===== src/rtl/assert_macros.svh =====
// Assertion macros shared by the record table RTL.
// No dependencies; the including module must provide clk and rst_n.
`ifndef ASSERT_MACROS_SVH
`define ASSERT_MACROS_SVH

// Concurrent check on an explicit clock and active-low reset.
`define ASSERT_ON_CLK(lbl, clk_sig, rstn_sig, prop, msg) \
    lbl: assert property (@(posedge clk_sig) disable iff (!rstn_sig) prop) \
        else $error(msg);

// Concurrent check on the module's own clk and rst_n.
`define ASSERT_LOCAL(lbl, prop, msg) `ASSERT_ON_CLK(lbl, clk, rst_n, prop, msg)

`endif


===== src/rtl/ckrt_pkg.sv =====
// Shared constants, codes and control/status structs for the record table.
// No dependencies.
`timescale 1ns / 1ps

package ckrt_pkg;

    localparam int TABLE_ENTRIES = 128;
    localparam int ADDR_W        = $clog2(TABLE_ENTRIES);
    localparam int CNT_W         = $clog2(TABLE_ENTRIES + 1);

    localparam int KEY_BYTES = 7;
    localparam int KEY_W     = KEY_BYTES * 8;
    localparam int TIME_W    = 32;
    localparam int LEVEL_W   = 3;
    localparam int ACTION_W  = 2;
    localparam int STATUS_W  = 2;
    localparam int INDEX_W   = 7;
    localparam int COUNT_W   = 8;

    typedef enum logic [ACTION_W-1:0] {
        ACT_ADD    = 2'd0,
        ACT_FIND   = 2'd1,
        ACT_DELETE = 2'd2
    } action_t;

    typedef enum logic [STATUS_W-1:0] {
        STAT_OK        = 2'd0,
        STAT_NOT_FOUND = 2'd1,
        STAT_FULL      = 2'd2
    } status_t;

    // Source of the reported slot index.
    typedef enum logic [1:0] {
        IDX_ZERO  = 2'd0,
        IDX_COUNT = 2'd1,
        IDX_SCAN  = 2'd2
    } idx_sel_t;

    typedef enum logic [2:0] {
        S_IDLE     = 3'd0,
        S_DECODE   = 3'd1,
        S_ADD_WR   = 3'd2,
        S_SCAN_RD  = 3'd3,
        S_SCAN_CMP = 3'd4,
        S_SHIFT_RD = 3'd5,
        S_SHIFT_WR = 3'd6,
        S_FINISH   = 3'd7
    } state_t;

    typedef struct packed {
        logic [KEY_W-1:0]   key;
        logic [TIME_W-1:0]  entry_time;
        logic [TIME_W-1:0]  park_time;
        logic [LEVEL_W-1:0] level;
    } record_t;

    typedef struct packed {
        logic     capture;
        logic     idx_clear;
        logic     idx_inc;
        logic     rd_en;
        logic     rd_next;
        logic     wr_add;
        logic     wr_shift;
        logic     count_inc;
        logic     count_dec;
        logic     set_result;
        status_t  res_status;
        idx_sel_t res_sel;
        logic     res_load;
    } cmd_t;

    typedef struct packed {
        logic [ACTION_W-1:0] action;
        logic                full;
        logic                scan_end;
        logic                shift_end;
        logic                key_hit;
    } stat_t;

endpackage


===== src/rtl/ckrt_ctrl.sv =====
// Sequencer for add, find and delete: drives datapath commands and the result valid.
// Depends on ckrt_pkg and assert_macros.svh.
`timescale 1ns / 1ps
`include "assert_macros.svh"

module ckrt_ctrl (
    input  logic            clk,
    input  logic            rst_n,
    input  logic            req_valid,
    output logic            req_stall,
    output logic            rsp_valid,
    input  logic            rsp_stall,
    input  ckrt_pkg::stat_t stat,
    output ckrt_pkg::cmd_t  cmd
);

    import ckrt_pkg::*;

    state_t state_reg;
    state_t state_next;
    logic   out_valid_reg;
    logic   out_valid_next;
    logic   out_free;

    assign out_free  = !out_valid_reg || !rsp_stall;
    assign req_stall = (state_reg != S_IDLE);
    assign rsp_valid = out_valid_reg;

    always_ff @(posedge clk or negedge rst_n)
    begin
        if (!rst_n)
        begin
            state_reg     <= S_IDLE;
            out_valid_reg <= 1'b0;
        end
        else
        begin
            state_reg     <= state_next;
            out_valid_reg <= out_valid_next;
        end
    end

    always_comb
    begin
        if (cmd.res_load)
            out_valid_next = 1'b1;
        else if (!rsp_stall)
            out_valid_next = 1'b0;
        else
            out_valid_next = out_valid_reg;
    end

    // Next state
    always_comb
    begin
        state_next = state_reg;
        unique case (state_reg)
            S_IDLE:
            begin
                if (req_valid)
                    state_next = S_DECODE;
            end
            S_DECODE:
            begin
                priority if (stat.action == ACT_ADD)
                    state_next = stat.full ? S_FINISH : S_ADD_WR;
                else if (stat.action == ACT_FIND || stat.action == ACT_DELETE)
                    state_next = S_SCAN_RD;
                else
                    state_next = S_FINISH;
            end
            S_ADD_WR:
                state_next = S_FINISH;
            S_SCAN_RD:
                state_next = stat.scan_end ? S_FINISH : S_SCAN_CMP;
            S_SCAN_CMP:
            begin
                priority if (!stat.key_hit)
                    state_next = S_SCAN_RD;
                else if (stat.action == ACT_DELETE)
                    state_next = S_SHIFT_RD;
                else
                    state_next = S_FINISH;
            end
            S_SHIFT_RD:
                state_next = stat.shift_end ? S_FINISH : S_SHIFT_WR;
            S_SHIFT_WR:
                state_next = S_SHIFT_RD;
            S_FINISH:
            begin
                if (out_free)
                    state_next = S_IDLE;
            end
            default:
                state_next = S_IDLE;
        endcase
    end

    // Commands
    always_comb
    begin
        cmd = '0;
        unique case (state_reg)
            S_IDLE:
            begin
                cmd.capture   = req_valid;
                cmd.idx_clear = req_valid;
            end
            S_DECODE:
            begin
                priority if (stat.action == ACT_ADD)
                begin
                    if (stat.full)
                    begin
                        cmd.set_result = 1'b1;
                        cmd.res_status = STAT_FULL;
                        cmd.res_sel    = IDX_ZERO;
                    end
                end
                else if (stat.action == ACT_FIND || stat.action == ACT_DELETE)
                begin
                    cmd.idx_clear = 1'b1;
                end
                else
                begin
                    cmd.set_result = 1'b1;
                    cmd.res_status = STAT_OK;
                    cmd.res_sel    = IDX_ZERO;
                end
            end
            S_ADD_WR:
            begin
                cmd.wr_add     = 1'b1;
                cmd.count_inc  = 1'b1;
                cmd.set_result = 1'b1;
                cmd.res_status = STAT_OK;
                cmd.res_sel    = IDX_COUNT;
            end
            S_SCAN_RD:
            begin
                if (stat.scan_end)
                begin
                    cmd.set_result = 1'b1;
                    cmd.res_status = STAT_NOT_FOUND;
                    cmd.res_sel    = IDX_ZERO;
                end
                else
                begin
                    cmd.rd_en = 1'b1;
                end
            end
            S_SCAN_CMP:
            begin
                if (stat.key_hit)
                begin
                    // hold idx at the match: the shift starts there
                    cmd.set_result = 1'b1;
                    cmd.res_status = STAT_OK;
                    cmd.res_sel    = IDX_SCAN;
                end
                else
                begin
                    cmd.idx_inc = 1'b1;
                end
            end
            S_SHIFT_RD:
            begin
                if (stat.shift_end)
                    cmd.count_dec = 1'b1;
                else
                begin
                    cmd.rd_en   = 1'b1;
                    cmd.rd_next = 1'b1;
                end
            end
            S_SHIFT_WR:
            begin
                cmd.wr_shift = 1'b1;
                cmd.idx_inc  = 1'b1;
            end
            S_FINISH:
                cmd.res_load = out_free;
            default:
                cmd = '0;
        endcase
    end

    `ASSERT_LOCAL(a_no_overwrite,
        (state_reg == S_FINISH && out_valid_reg && rsp_stall) |=> (state_reg == S_FINISH),
        "pending result overwritten while stalled")
    `ASSERT_LOCAL(a_cmp_after_read,
        (state_reg == S_SCAN_CMP) |-> ($past(state_reg) == S_SCAN_RD),
        "key compare without a preceding read")
    `ASSERT_LOCAL(a_rsp_hold,
        (out_valid_reg && rsp_stall) |=> out_valid_reg,
        "result dropped while stalled")

endmodule


===== config.mk =====
export PLATFORM = sky130hd
export DESIGN_NAME = ckrt_ctrl
export DESIGN_NICKNAME = d
export VERILOG_FILES = /design/src/rtl/ckrt_pkg.sv /design/src/rtl/ckrt_ctrl.sv
export VERILOG_INCLUDE_DIRS = /design/src /design/src/rtl
export SDC_FILE = /design/constraint.sdc
export NUM_CORES = 1
export LEC_CHECK = 0
export BUFFER_PORTS_ARGS = -buffer_cell sky130_fd_sc_hd__buf_2
export CORE_AREA = 4 4 41 43
export DETAILED_ROUTE_END_ITERATION = 10
export DIE_AREA = 0 0 45 47
export GPL_ROUTABILITY_DRIVEN = 0
export MAX_ROUTING_LAYER = met4
export PLACE_DENSITY = 0.63
export SLEW_MARGIN = 0
export SYNTH_ARGS = -nofsm -noshare
export SYNTH_HDL_FRONTEND = slang
export SYNTH_SLANG_ARGS = --single-unit

===== constraint.sdc =====
create_clock -name clk -period 1.8 [get_ports clk]
set_input_delay 0.36 -clock clk [delete_from_list [all_inputs] [get_ports clk]]
set_output_delay 0.36 -clock clk [all_outputs]
set_load 0.05 [all_outputs]

==> results of run 1 <==
worst max-delay path: cells and delay by family, from the launching register on:
family,cells,cell delay (ns)
buffers and inverters,1,0.17
flip-flops,1,0.45
AND/OR/NAND/NOR,3,0.54
power by group through the flow:
stage          registers (mW)  clock network, mW  logic, mW
2_1_floorplan           0.198                  0      0.870
3_3_place_gp            0.250                  0      0.954
3_5_place_dp            0.249                  0      0.958
4_1_cts                 0.258              0.113      0.991
5_1_grt                 0.267              0.122       1.17
6_report                0.259              0.110       1.09
final timing paths:
check | start | endpoint | slack (ns) | cells past startpoint
max in group asynchronous | rst_n | state_reg[2]$_DFFE_PN0P_ | 1.21 | 2
worst min register to register | rsp_valid$_DFFE_PN0P_ | rsp_valid$_DFFE_PN0P_ | 0.51 | 2
worst max-delay path | state_reg[2]$_DFFE_PN0P_ | cmd[5] | 0.06 | 4
min in group asynchronous | rst_n | state_reg[0]$_DFFE_PN0P_ | 0.46 | 2
worst min-delay path | rsp_stall | rsp_valid$_DFFE_PN0P_ | 0.35 | 3
worst max register to register | state_reg[0]$_DFFE_PN0P_ | state_reg[0]$_DFFE_PN0P_ | 0.62 | 4
cell usage in the layout (no fill, tap or decap), drive strengths merged:
cell / Yosys / routed
a211oi: 1 / 1
a21oi: 4 / 4
and2: 1 / 1
and3: 4 / 4
and3b: 1 / 1
and4b: 1 / 1
buf: 7 / 29
clkbuf: 0 / 4
dfrtp: 4 / 4
dlygate4sd3: 0 / 1
ha: 2 / 2
inv: 6 / 6
mux2i: 1 / 1
nand2: 3 / 3
nand2b: 2 / 2
nand3: 2 / 2
nand3b: 1 / 1
nor2: 5 / 5
nor2b: 2 / 2
nor3: 2 / 2
nor3b: 2 / 2
o211ai: 1 / 1
o21a: 1 / 1
o21ai: 2 / 2
o221ai: 2 / 2
o22ai: 1 / 1
or3: 1 / 1
cell families after synthesis:
logic type / Yosys count / synth area share
buffers and inverters: 13 / 0.163
adders and majority gates: 2 / 0.0554
and+or+nand+nor: 27 / 0.368
muxes: 1 / 0.0222
AOI/OAI and AO/OA: 12 / 0.169
DFF: 4 / 0.222
metal layers:
metal,vias up,GRT usage
li1,257,-
met4,0,0.0351
met5,-,-
met2,21,0.184
met3,0,0.0345
met1,239,0.153
through the flow:
stage          area, um2   TNS, ns   util  setup slack [ns]
3_3_place_gp         593         0  0.456            0.0448
4_1_cts              643         0  0.494          0.000190
2_1_floorplan        480    -0.193      -            -0.193
5_1_grt              693  -0.00588  0.533          -0.00588
3_5_place_dp         593         0  0.456            0.0210
6_report             693         0  0.533            0.0589
final cells by class:
cell class / instances / area [um2] / share of cell area
tap: 15 / 18.8 / 0.0271
clock buffer: 3 / 22.5 / 0.0325
sequential: 4 / 104 / 0.150
multi-input combinational: 42 / 319 / 0.460
inverter: 6 / 22.5 / 0.0325
timing repair buffer: 31 / 206 / 0.298
repair_timing:
| action | 4_1_cts | 5_1_grt |
|---|---|---|
| buffers inserted | 0 | 2 |
| resized for setup | 8 | 8 |
| endpoints found under the setup margin | 9 | 6 |
| hold buffers | 1 | 0 |
| endpoints found under the hold margin | 4 | 0 |
| pin swaps | 0 | 2 |
==> reports/metrics.cfg, run 1 <==
[power_and_ir_drop]
switching_share = 0.582
powerDensity_nw_per_um2 = 2110
ir_drop_mv = 0.960
pwr-share-comb = 0.748
power.leakage_nw = 0.375
power.total_mw = 1.46
seqPwrFrac = 0.177
intPower_mw = 0.611
power.share.clock = 0.075
netSwitchingPower_mw = 0.852

[synth]
synth-edff-count = 0
synth_seq_cells = 4
syn_area_per_cell_um2 = 7.66
ys_seq_area_frac = 0.222
ys.flop_type = dfrtp_1
syn_area_um2 = 452
synth_most_common_cell = inv_1
synthArstFlopShare = 1.00
netlist_instances = 59
yosys-top-cells-area = dfrtp_1, buf_4, and3_1
yosysUniqueCellTypes = 29
synth_top_area_share = 0.222
yosys_warnings = 0
syn-num-nets = 71
yosys.area.top_type = dfrtp_1

[sta]
fmax_mhz = 574
min_period_ns = 1.74
slew_headroom = 0.836
slew_viol_final = 0
fin_skew_ns = 0.000663
tightestPinTransition_ns = 0.245
period_share = 0.967
timing.hold.ws_ns = 0.346
finalHoldViolations = 0
setup_viol = 0

[drt]
wl_met2_um = 547
drt_iter0_drc = 3
wl_met1_um = 526
drtPass1Iterations = 2
drt.antenna.violating_nets = 0
drc = 0
vias = 517
wl_mm = 1.17
wl_met3_um = 94
wl_per_cell_um = 11.6
routed_via_density = 5.12
highest_layer = met3

[worst_setup_path]
crit_arrival_ns = 1.38
path_cells = nor2b_2 > and3b_1 > nand3b_1 > buf_6
crit_path_end_kind = output pin
crit_type = register to output pin
start_kind = register
slowest_stage = dfrtp_2
path_max_fanout = 6
critPathRequiredTime_ns = 1.44
cp_slowest_stage_delay_ns = 0.45

[hold_path]
hp-class = input pin to register

[global_routing]
gr-total-overflow = 0
grt_pass1_wl_mm = 1.85
grt_pass1_vias = 451
grt_max_degree = 14
antenna_found_initial = 0
grtUsageTotal = 0.120

[clocking]
numCtsBuffers = 3
clkTransAtPathRegs_ns = 0.04
clock_path_buffers = 2
insertion_delay_ns = 0.23
cts_tree = built
clock_sinks = 4
cts_htree_levels = 1
cts-root-buf = clkbuf_4

[outcome]
status = finished clean

[floorplanning]
die_y_um = 47
num_rows = 13
ios = 27
die-area_um2 = 2120
fp.coreArea_um2 = 1300
start_util = 0.347
dieWidth_um = 45

[finish]
final_cell_count_no_fill = 101
diodes = 0
largest_reg_flops = 3
fillCellCount = 147
drive_above_1_share = 0.535
fin_nets = 100
area_growth_pct = 53.5

[place]
io_buffers = 26
numPlacedInstances = 95
post-dp-hpwl_um = 928

[run]
cap_violations = 0

No activity file was read; power rests on OpenSTA's default activity.
==> run 2, diff against run 1 <==
BUFFER_PORTS_ARGS = -buffer_cell sky130_fd_sc_hd__buf_4   (was -buffer_cell sky130_fd_sc_hd__buf_2)
==> run 2 against run 1 <==
Effect of this change: first-iteration DRC count is 100% higher; via count is 1.9% lower; clock skew hardly changed; sequential share of layout area is 1.1 points lower; fmax is 0.42% higher; highest routed layer unchanged; count of clock-buffer cells in the layout stayed put; worst setup slack better by 0.0072 ns; global-route usage is 0.48 points higher; largest power group unchanged; non-clock buffer count is 2 higher; combinational power is 9% higher.
==> reports/metrics.cfg, run 2 (synthesized netlist as in run 1, its figures left out) <==
[outcome]
status = finished clean

[sta]
fmax_mhz = 577
setup_viol = 0
min_period_ns = 1.73
tightestPinTransition_ns = 0.220
finalHoldViolations = 0
period_share = 0.963
rsz0062_at_grt = false
slew_headroom = 0.853
slew_viol_final = 0
finalSetupTns_ns = 0
fin_skew_ns = 0.000254

[power_and_ir_drop]
pwr-share-comb = 0.773
intPower_mw = 0.672
ir_drop_mv = 1.00
power.leakage_nw = 0.395
netSwitchingPower_mw = 0.863
power.share.clock = 0.073
switching_share = 0.562
powerDensity_nw_per_um2 = 2050
seqPwrFrac = 0.154

[finish]
final_cell_count_no_fill = 103
diodes = 0
fin_util = 0.576
area_growth_pct = 65.9
largest_reg_flops = 3
drive_above_1_share = 0.545
fin_nets = 102
final_common_cell = buf_4
mostFrequentLayoutCells = buf_4, inv_1, and3_1

[drt]
drc = 0
wl_per_cell_um = 12.0
wl_mm = 1.24
routed_via_density = 4.92
vias = 507
drt.antenna.violating_nets = 0
drtPass1Iterations = 4
drt_iter0_drc = 6

[worst_setup_path]
cp_slowest_stage_delay_ns = 0.46
crit_arrival_ns = 1.37
crit_type = register to output pin
path_cells = or3_4 > nor2_4 > buf_4
start_kind = register
slowest_stage = dfrtp_2
path_max_fanout = 9
critPathRequiredTime_ns = 1.44
crit_path_end_kind = output pin

[floorplanning]
die_y_um = 47
dieWidth_um = 45
start_util = 0.347
fp.coreArea_um2 = 1300
num_rows = 13
ios = 27
die-area_um2 = 2120

[global_routing]
gr-total-overflow = 0
grt_pass1_vias = 454
grtUsageTotal = 0.125
antenna_found_initial = 0
grt_max_degree = 13
grt_pass1_wl_mm = 1.87

[clocking]
clock_path_buffers = 2
insertion_delay_ns = 0.23
cts_htree_levels = 1
numCtsBuffers = 3
clkTransAtPathRegs_ns = 0.04
cts-root-buf = clkbuf_4
cts_tree = built
clock_sinks = 4

[run]
cap_violations = 0

[place]
io_buffers = 26
numPlacedInstances = 95
post-dp-hpwl_um = 984

[hold_path]
hp-class = input pin to register

-- run 2: routing by layer --
| metal | global-route usage | vias up | wire length [um] |
|---|---|---|---|
| li1 | - | 259 | - |
| met4 | 0.0526 | 0 | 0 |
| met3 | 0.0383 | 0 | 93 |
| met2 | 0.192 | 20 | 591 |
| met5 | - | - | 0 |
| met1 | 0.150 | 228 | 552 |
-- run 2: final cells by class --
class / count / area [um2]
Tap cell: 15 / 18.8
Timing Repair Buffer: 33 / 262
Multi-Input combinational cell: 42 / 320
Clock buffer: 3 / 22.5
Fill cell: 140 / 552
Inverter: 6 / 22.5
Sequential cell: 4 / 104
-- run 2: power groups by stage --
stage | logic (mW) | clock network (mW) | registers (mW)
floorplan | 0.870 | 0 | 0.198
global placement | 1.05 | 0 | 0.236
detailed placement | 1.06 | 0 | 0.235
CTS | 1.07 | 0.117 | 0.242
global route | 1.26 | 0.122 | 0.248
finish | 1.19 | 0.112 | 0.236
-- run 2: worst paths after layout --
path	startpoint	cells after the start	endpoint	slack (ns)
max in group asynchronous	rst_n	2	state_reg[1]$_DFFE_PN0P_	1.23
min	rsp_stall	3	rsp_valid$_DFFE_PN0P_	0.34
max	state_reg[1]$_DFFE_PN0P_	3	cmd[14]	0.07
min in group asynchronous	rst_n	2	state_reg[0]$_DFFE_PN0P_	0.46
min reg2reg	rsp_valid$_DFFE_PN0P_	2	rsp_valid$_DFFE_PN0P_	0.53
max reg2reg	state_reg[0]$_DFFE_PN0P_	4	state_reg[0]$_DFFE_PN0P_	0.56
-- run 2: worst max-delay path: cells and delay by family (launching register included) --
family | cells | cell delay [ns]
AND/OR/NAND/NOR | 2 | 0.48
flip-flops | 1 | 0.46
buffers and inverters | 1 | 0.19
-- run 2: through the flow --
stage / setup WS [ns] / hold slack [ns] / total power, mW / area [um2]
after floorplan: -0.193 / 0.0644 / 1.07 / 480
after global placement: 0.0934 / 0.156 / 1.29 / 658
after detailed placement: 0.0686 / 0.158 / 1.29 / 658
after CTS: 0.00585 / 0.331 / 1.42 / 696
after global routing: 0.00152 / 0.365 / 1.63 / 749
final: 0.0661 / 0.344 / 1.54 / 749
-- run 2: what timing repair did --
item,4_1_cts,5_1_grt
hold endpoints to repair,4,0
buffers inserted,0,4
resized for setup,3,7
hold buffers,1,0
setup endpoints to repair,4,6
pin swaps,0,2
